`config.mk`:
```
export PLATFORM = sky130hd
export DESIGN_NAME = pfb_ctrl
export DESIGN_NICKNAME = d
export VERILOG_FILES = /design/src/hw/rtl/pfb_pkg.sv /design/src/hw/rtl/pfb_ctrl.sv
export SDC_FILE = /design/constraint.sdc
export NUM_CORES = 1
export LEC_CHECK = 0
export ABC_CLOCK_PERIOD_IN_PS = 1300
export BUFFER_PORTS_ARGS = -buffer_cell sky130_fd_sc_hd__buf_2
export CORE_AREA = 3 3 40 42
export DETAILED_ROUTE_END_ITERATION = 8
export DIE_AREA = 0 0 43 45
export SYNTH_ARGS = -nofsm -noshare
export SYNTH_HDL_FRONTEND = slang
export SYNTH_SLANG_ARGS = --single-unit
```
`constraint.sdc`:
```
create_clock -name clk_i -period 1.3 [get_ports clk_i]
set_clock_uncertainty 0.05 [all_clocks]
set_input_delay 0.065 -clock clk_i [delete_from_list [all_inputs] [get_ports clk_i]]
set_output_delay 0.065 -clock clk_i [all_outputs]
set_load 0.01 [all_outputs]
```
`src/hw/rtl/pfb_pkg.sv`:
```
package pfb_pkg;

  localparam logic [1:0] REQ_PIXEL = 2'd0;
  localparam logic [1:0] REQ_IMAGE = 2'd1;
  localparam logic [1:0] REQ_FILL  = 2'd2;
  localparam logic [1:0] REQ_READ  = 2'd3;

  localparam logic [1:0] MODE_CLEAR  = 2'd0;
  localparam logic [1:0] MODE_SET    = 2'd1;
  localparam logic [1:0] MODE_TOGGLE = 2'd2;
  localparam logic [1:0] MODE_KEEP   = 2'd3;

  typedef enum logic [2:0] {
    ST_CLEAR,
    ST_IDLE,
    ST_READ,
    ST_WRITE,
    ST_FILL
  } state_e;

  // controller to datapath
  typedef struct packed {
    logic load;        // latch a new item
    logic rd_en;       // read the addressed word
    logic wr_en;       // merge and write the addressed word
    logic set_second;  // move on to the extra final page
    logic sweep;       // write one word of a fill or clearing pass
    logic sweep_zero;  // clearing pass writes zero
    logic done;        // present the result
  } cmd_t;

  // datapath to controller
  typedef struct packed {
    logic fill_req;
    logic need_second;
    logic sweep_last;
  } status_t;

  // rows [off, off+h) that fall into relative page k
  function automatic logic [7:0] page_mask(input logic [2:0] off, input logic [6:0] h,
                                           input logic [4:0] k);
    logic [7:0] m;
    logic [8:0] pos;
    logic [8:0] lo;
    logic [8:0] hi;
    m  = 8'd0;
    lo = {6'd0, off};
    hi = {6'd0, off} + {2'd0, h};
    for (int b = 0; b < 8; b++) begin
      pos  = {1'b0, k, 3'd0} + 9'(b);
      m[b] = (pos >= lo) && (pos < hi);
    end
    return m;
  endfunction

endpackage

```
`src/hw/rtl/pfb_ctrl.sv`:
```
module pfb_ctrl (
  input  logic              clk_i,
  input  logic              rst_ni,
  input  logic              start_i,
  input  pfb_pkg::status_t  status_i,
  output pfb_pkg::cmd_t     cmd_o,
  output logic              busy_o
);

  pfb_pkg::state_e state_q, state_d;

  always_ff @(posedge clk_i or negedge rst_ni) begin
    if (!rst_ni) begin
      state_q <= pfb_pkg::ST_CLEAR;
    end else begin
      state_q <= state_d;
    end
  end

  always_comb begin
    state_d = state_q;
    cmd_o   = '0;
    busy_o  = 1'b1;
    case (state_q)
      pfb_pkg::ST_CLEAR: begin
        cmd_o.sweep      = 1'b1;
        cmd_o.sweep_zero = 1'b1;
        if (status_i.sweep_last) begin
          state_d = pfb_pkg::ST_IDLE;
        end
      end
      pfb_pkg::ST_IDLE: begin
        busy_o = 1'b0;
        if (start_i) begin
          cmd_o.load = 1'b1;
          state_d    = status_i.fill_req ? pfb_pkg::ST_FILL : pfb_pkg::ST_READ;
        end
      end
      pfb_pkg::ST_READ: begin
        cmd_o.rd_en = 1'b1;
        state_d     = pfb_pkg::ST_WRITE;
      end
      pfb_pkg::ST_WRITE: begin
        cmd_o.wr_en = 1'b1;
        if (status_i.need_second) begin
          cmd_o.set_second = 1'b1;
          state_d          = pfb_pkg::ST_READ;
        end else begin
          cmd_o.done = 1'b1;
          state_d    = pfb_pkg::ST_IDLE;
        end
      end
      pfb_pkg::ST_FILL: begin
        cmd_o.sweep = 1'b1;
        if (status_i.sweep_last) begin
          cmd_o.done = 1'b1;
          state_d    = pfb_pkg::ST_IDLE;
        end
      end
      default: begin
        state_d = pfb_pkg::ST_CLEAR;
      end
    endcase
  end

endmodule

```
### Yosys cells after proc, flatten, opt, wreduce, memory -nomap -nowiden

Cells that the tools add are included.

* bits in registers: 3
* bits of input ports: 6
* output and inout bits: 8

* reduce and logical (&&, ||, !) cells: 3
* muxes and demuxes: 16
* equality and inequality tests: 6

Operators with widths (count)
* 3-bit one-hot mux with 4 select lines: 1
* 1-bit 2-to-1 mux: 9
* 3-bit 2-to-1 mux: 3
* 3-bit by 2-bit equality test with 1-bit output (second input constant): 2
* 2-bit 2-to-1 mux: 2
* 3-bit by 1-bit equality test with 1-bit output (second input constant): 1
* 3-bit equality test (second input constant): 1
* 3-bit logical NOT: 1
* 2-bit by 1-bit inequality test with 1-bit output (second input constant): 1
* 2-bit inequality test (second input constant): 1
* 1-bit one-hot mux with 2 select lines: 1
* 2-bit AND reduction: 1
* 2-bit OR reduction: 1

### Longest topological paths before layout

Gate-level depths: netlist (run 1).

* word-level depth: 4
* depth in mapped cells: 3

### Worst setup path after synthesis (run 1)

OpenSTA, ideal clock, no wires.

* path type: register to output
* from: register state_q[1]
* to: output port cmd_o[6] (netlist bit)
* path buffers: 1
* arrival: 1042 ps
* data required time: 1185 ps
* path slack: 143 ps
* cell stages (with the launch flop): 4
* path through: dfrtp_1 -> buf_4 -> or3b_4 -> nor2_2

RTL lines
* start, declared: line pfb_ctrl.sv:10 `pfb_pkg::state_e state_q, state_d;`
* start signal, assigned: line pfb_ctrl.sv:14 `state_q <= pfb_pkg::ST_CLEAR;`
* start signal, assigned: line pfb_ctrl.sv:16 `state_q <= state_d;`
* end, declared: line pfb_ctrl.sv:6 `output pfb_pkg::cmd_t cmd_o,`

==> results by group, run 1 <==
Run status
  – Status: finished, violations left
  – Violated checks: setup timing

Floorplanning
  – Core area: 1280 sq um
  – Initial Utilization: 20.1%
  – Die H: 45 um
  – Row count: 13
  – Chip width: 43 um
  – Die ar.: 1940 sq um
  – I/O pins: 14

Placement
  – Area post-placement: 319 sq um
  – Post-DP HPWL: 426 um
  – Placed Cells: 53
  – RD Place Congestion: 0.645
  – Count of input and output buffers: 13

Routing
  – Antenna-violating nets left: 0
  – Via count: 292
  – Vias/cell: 4.42
  – # DRC: 0
  – Detailed-router iteration count before antenna repair: 4
  – Wire per inst: 10.6 um
  – DR iter-0 viols: 7
  – Final WL: 702 um

Setup path
  – CP max stage delay: 420 ps
  – Worst Path Buf+Inv: 1
  – Crit start category: register
  – Max FO, Critical Path: 5
  – WP data required: 1190 ps
  – Worst Setup End Kind: output pin
  – Slowest cell on the critical path: dfrtp_2
  – Crit-path cells: or3b_4 -> nor2_2 -> buf_2
  – Worst r2r src: state_q[1]
  – Cell family with most CP delay: simple AND/OR/NAND/NOR gates
  – CP arrival: 1270 ps
  – Critical Path Source: state_q[2]
  – Worst Setup Path Type: register to output pin

Synthesis
  – Largest cells by area after synthesis: dfrtp_1 (29%), buf_6 (8.7%), nor3b_1 (5.8%)
  – Yosys warns: 0
  – Avg Cell Area, Syn: 9.55 sq um
  – Post-synth EDFFs: 0
  – Syn Inst Count: 27
  – Count leader, synth: dfrtp_1
  – Area leader, netlist: dfrtp_1
  – Library cells used by synthesis: 20
  – Syn nets: 33
  – Synth Register Bits: 3
  – Yosys top cell area share: 29.1%
  – Seq/Total Area, Yosys: 29.1%
  – Mapped Area: 258 sq um
  – Async S/R FF share, synth: 100%
  – Predominant post-synthesis flop cell: dfrtp_1

Timing
  – RSZ-0062 raised after global routing: yes
  – Final hold viol count: 0
  – Max_slew headroom: 84.4%
  – Final Critical Period: 1390 ps
  – Final worst path period share: 107%
  – Worst Setup Slack, final: -85.8 ps
  – Final setup viols: 4
  – Hold_ws: 67.1 ps
  – F_max: 722 MHz
  – Worst slew pin tran: 230 ps
  – Slew Viols, Final: 0

CTS
  – TritonCTS Buffers: 3
  – Clock-pin slew on the worst setup and hold paths: 30 ps
  – H-tree lvl count: 1
  – TritonCTS clock tree: yes
  – Clk Latency, worst-skew pair: 240 ps
  – Clk sink count: 3
  – Clock buffer depth: 2
  – Clock Root Buffer: clkbuf_4

Global routing
  – Number of global-route vias before repair: 228
  – Met3 GRT Util: 3.59%
  – Gr usage total: 7.43%
  – Met1 GRT Util: 7.28%
  – Met2 Usage GRT: 10.5%
  – First-pass GRT wire length: 931 um
  – Largest net degree at the start of global routing: 8
  – Grt peak-use layer: met2
  – Initial antenna violation count: 0
  – Total grt overflow: 0

Final layout
  – Final Cell Area: 447 sq um
  – Largest register FFs: 3
  – Area delta synth->final: 73.3%
  – # diodes: 0
  – Largest reg by FF count: state_q
  – Final std cells w/o fill: 66
  – Post-layout util: 34.8%
  – Fraction of layout instances using a drive strength above 1: 70.6%
  – Fin nets: 58
  – Regs by FF count: state_q (3)

Power
  – Clock power share: 16.4%
  – Seq pwr share: 19.7%
  – PwrDens: 2260 nW/um^2
  – Sw power: 0.374 mW
  – Pleak: 0.221 nW
  – Maximum vdd drop: 0.400 mV
  – Combinational power share: 63.9%
  – Sw frac: 37.0%
  – P_int: 0.635 mW
  – Tot Pwr: 1.01 mW

Run
  – Max-capacitance violation count: 0

Min path
  – Worst hold start: status_i[2]
  – Worst hold path class: input port to register
tightest hold or removal path, cell delays in order:
cell,delay [ps]
buf_2,100
nand4b_1,80
a21oi_1,60
placed cells by master (no fill, tap or decap), drive strengths merged:
cell type and n:
a21oi 1, a221o 1, a31o 1, and3b 1, buf 22, clkbuf 4, dfrtp 3, dlygate4sd3 1
inv 2, nand2 2, nand4b 1, nor2 3, nor2b 1, nor3 1, nor3b 2, nor4b 1
nor4bb 1, o221a 1, or3b 2
cell families (layout without fill, tap and decap cells):
kind of cell / Yosys count / count (layout) / share of synthesized area (%)
compound gates: 4 / 4 / 13.6
buf+inv: 5 / 29 / 14.6
flops: 3 / 3 / 29.1
simple gates: 15 / 15 / 42.7
metal layers:
metal | part of all wire [%] | vias to the layer above
met2 | 51 | 10
met5 | 0 | -
met4 | 2.7 | 0
li1 | - | 145
met1 | 39 | 135
met3 | 6.6 | 2
power groups by stage:
stage / clock network, mW / registers (mW) / logic, mW
floorplan: 0 / 0.148 / 0.390
global route: 0.180 / 0.207 / 0.690
CTS: 0.170 / 0.198 / 0.587
detailed placement: 0 / 0.225 / 0.400
global placement: 0 / 0.224 / 0.398
finish: 0.165 / 0.199 / 0.645
final cells by class:
type | instances | area [sq um]
fill | 135 | 838
multi-input combinational | 19 | 160
timing repair buffer | 23 | 155
sequential | 3 | 78.8
clock buffer | 4 | 26.3
tap | 15 | 18.8
inverter | 2 | 7.51
metrics by stage:
step | setup WS [ps] | setup TNS, ps
finish | -85.8 | -196
detailed placement | 85.8 | 0
floorplan | 143 | 0
CTS | -93.7 | -130
global placement | 98.3 | 0
global route | -130 | -378
final timing paths:
path | endpoint | slack [ps] | depth (start not counted)
min in group asynchronous | state_q[0] | 100 | 2
max | cmd_o[6] | -90 | 3
min | state_q[2] | 70 | 3
max reg2reg | state_q[0] | 90 | 3
min reg2reg | state_q[2] | 570 | 2
max in group asynchronous | state_q[2] | 980 | 2
what timing repair did:
action | CTS | global route
pin swaps | 0 | 2
buffers inserted | 7 | 1
gates resized for setup | 5 | 3
hold buffers | 1 | 0
hold endpoints to repair | 3 | 0
endpoints found under the setup margin | 4 | 6
No activity file was read; power rests on OpenSTA's default activity.
==> run 2: changes to the inputs <==
--- a/config.mk
+++ b/config.mk
@@ -10,6 +10,8 @@
 export CORE_AREA = 3 3 40 42
 export DETAILED_ROUTE_END_ITERATION = 8
 export DIE_AREA = 0 0 43 45
+export MAX_ROUTING_LAYER = met4
+export PLACE_DENSITY = 0.45
 export SYNTH_ARGS = -nofsm -noshare
 export SYNTH_HDL_FRONTEND = slang
 export SYNTH_SLANG_ARGS = --single-unit
==> run 2 against run 1 <==
Compared with the run above: the flow still finishes with violations (setup timing); combinational power grew 1%; clock power is essentially flat; largest power group unchanged; power grew 1.3%; non-clock buffer count shrank 1; largest cell class unchanged; die area is the same; cell area grew 0.84%.
==> results by group, run 2 (synthesis gave the netlist of run 1 again) <==
Run status
  – Status: finished, violations left
  – Violated checks: setup timing

Setup path
  – Max FO, Critical Path: 4 (-1)
  – Crit-path cells: or3b_4 -> nor2_2 -> buf_2
  – CP max stage delay: 440 ps (+20 ps)
  – Reg2Reg Depth: 3 (unchanged)
  – Slowest cell on the critical path: dfrtp_2
  – Worst Setup End Kind: output pin
  – WP data required: 1190 ps (about the same)
  – R2R Path End: state_q[2]
  – Worst Setup Path Type: register to output pin
  – CP arrival: 1280 ps (about the same)
  – Crit start category: register
  – Worst R2R Setup Slack: 90 ps (about the same)
  – Worst r2r src: state_q[0]

CTS
  – Clk sink count: 3 (unchanged)
  – Clock Root Buffer: clkbuf_4
  – H-tree lvl count: 1 (unchanged)
  – Clock buffer depth: 2 (unchanged)
  – Clock-pin slew on the worst setup and hold paths: 40 ps (about the same)
  – Clk Latency, worst-skew pair: 230 ps (about the same)
  – TritonCTS Buffers: 3 (unchanged)
  – TritonCTS clock tree: yes

Final layout
  – Largest register FFs: 3 (unchanged)
  – Most common cell after layout, fill and taps aside: buf_2
  – Regs by FF count: state_q (3)
  – Most frequent cells in the layout: buf_2 (12), buf_4 (8), clkbuf_4 (3), dfrtp_2 (3)
  – # diodes: 0 (unchanged)
  – Final std cells w/o fill: 65 (-1.5%)
  – Fraction of layout instances using a drive strength above 1: 74.0% (+3.4 points)
  – Post-layout util: 35.1% (+0.29 points)
  – Fin nets: 57 (-1.7%)
  – Area delta synth->final: 74.8%
  – Largest reg by FF count: state_q

Global routing
  – Total grt overflow: 0 (unchanged)
  – Gr usage total: 8.76% (+1.3 points)
  – First-pass GRT wire length: 1190 um (+28%)
  – Largest net degree at the start of global routing: 9 (+1)
  – Initial antenna violation count: 0 (unchanged)
  – Number of global-route vias before repair: 305 (+34%)

Power
  – Maximum vdd drop: 0.774 mV (+94%)
  – PwrDens: 2270 nW/um^2 (+0.50%)
  – Pleak: 0.216 nW (-2.1%)

Routing
  – Antenna-violating nets left: 0 (unchanged)
  – Final WL: 720 um (+2.6%)
  – Detailed-router iteration count before antenna repair: 5 (+1)
  – # DRC: 0 (unchanged)
  – DR iter-0 viols: 4 (-3)
  – Vias/cell: 4.42 (-0.20%)
  – Wire per inst: 11.1 um (+4.1%)
  – Via count: 287 (-1.7%)

Placement
  – Place WS: 87.5 ps (+1.71 ps)
  – Placed Cells: 53 (unchanged)
  – Count of input and output buffers: 13 (unchanged)
  – Post-DP HPWL: 444 um (+4.4%)
  – RD Place Congestion: 0.698 (+8.2%)

Floorplanning
  – Initial Utilization: 20.1% (unchanged)
  – Chip width: 43 um (unchanged)
  – Core area: 1280 sq um (unchanged)
  – Row count: 13 (unchanged)
  – Die ar.: 1940 sq um (unchanged)
  – Die H: 45 um (unchanged)
  – I/O pins: 14 (unchanged)

Min path
  – Worst hold path class: input port to register
  – Hold path cells: 2 (-1)
  – Hold endpoint: state_q[0]
  – Worst hold start: status_i[0]

Timing
  – Worst slew pin tran: 203 ps (-26.8 ps)
  – Slew Viols, Final: 0 (unchanged)
  – Final Critical Period: 1390 ps (+7.57 ps)
  – Max_slew headroom: 86.4% (+1.9 points)
  – Hold_ws: 58.1 ps (-8.96 ps)
  – Worst Setup Slack, final: -93.3 ps (-7.57 ps)
  – F_max: 718 MHz (-0.54%)
  – RSZ-0062 raised after global routing: yes
  – Final setup viols: 2 (-2)
  – Final hold viol count: 0 (unchanged)
  – Final worst path period share: 107% (+0.58 points)

Run
  – Max-capacitance violation count: 0 (unchanged)
-- run 2: changes by cell type in the layout (fill, tap and decap cells not counted) --
| cell | previous run | this run |
|---|---|---|
| buf_2 | 11 | 12 |
| buf_4 | 9 | 8 |
| buf_6 | 2 | 1 |
| nand2_1 | 2 | 1 |
| nand2_2 | 0 | 1 |
| nor4bb_1 | 1 | 0 |
| nor4bb_4 | 0 | 1 |
-- run 2: layout make-up --
type,count,area [sq um]
Fill cell,132,835
Multi-Input combinational cell,19,178
Timing Repair Buffer,22,141
Sequential cell,3,78.8
Clock buffer,4,26.3
Tap cell,15,18.8
Inverter,2,7.51
-- run 2: repair_timing --
item	in CTS	in global routing
endpoints found under the setup margin	4	6
buffers inserted	6	1
pin swaps	1	1
hold buffers	1	0
endpoints found under the hold margin	3	0
resized for setup	4	6
-- run 2: metrics by stage --
stage | TNS, ps | total power [mW] | area, sq um
finish | -136 | 1.02 | 450
global placement | 0 | 0.630 | 319
global route | -277 | 1.11 | 450
CTS | -145 | 0.932 | 410
detailed placement | 0 | 0.622 | 319
floorplan | 0 | 0.539 | 258
-- run 2: power by group --
part | switching, mW | total [mW] | internal, mW
logic | 0.264 | 0.652 | 0.387
clock network | 0.0504 | 0.166 | 0.115
registers | 0.0658 | 0.206 | 0.140
total | 0.381 | 1.02 | 0.642
-- run 2: per-layer routing --
layer | track usage [%] | routed length (um) | part of all wire (%)
met1 | 10.2 | 317 | 44
met2 | 12.3 | 371 | 52
met4 | 7.83 | 0 | 0
met5 | - | 0 | 0
met3 | 2.39 | 31 | 4.3
-- run 2: worst max-delay path by stage --
stage,startpoint,end,slack (ps),depth (start not counted)
6_report,state_q[2],cmd_o[6],-90,3
3_3_place_gp,state_q[1],cmd_o[0],80,3
4_1_cts,state_q[1],cmd_o[6],-80,3
3_5_place_dp,state_q[1],cmd_o[6],90,3
2_1_floorplan,state_q[1],cmd_o[6],140,3
5_1_grt,state_q[2],cmd_o[6],-140,3
-- run 2: worst max-delay path: cells and delay by family (launching register included) --
kind,cells,cell delay (ps)
flip-flops,1,440
AND/OR/NAND/NOR,2,480
buffers and inverters,1,120
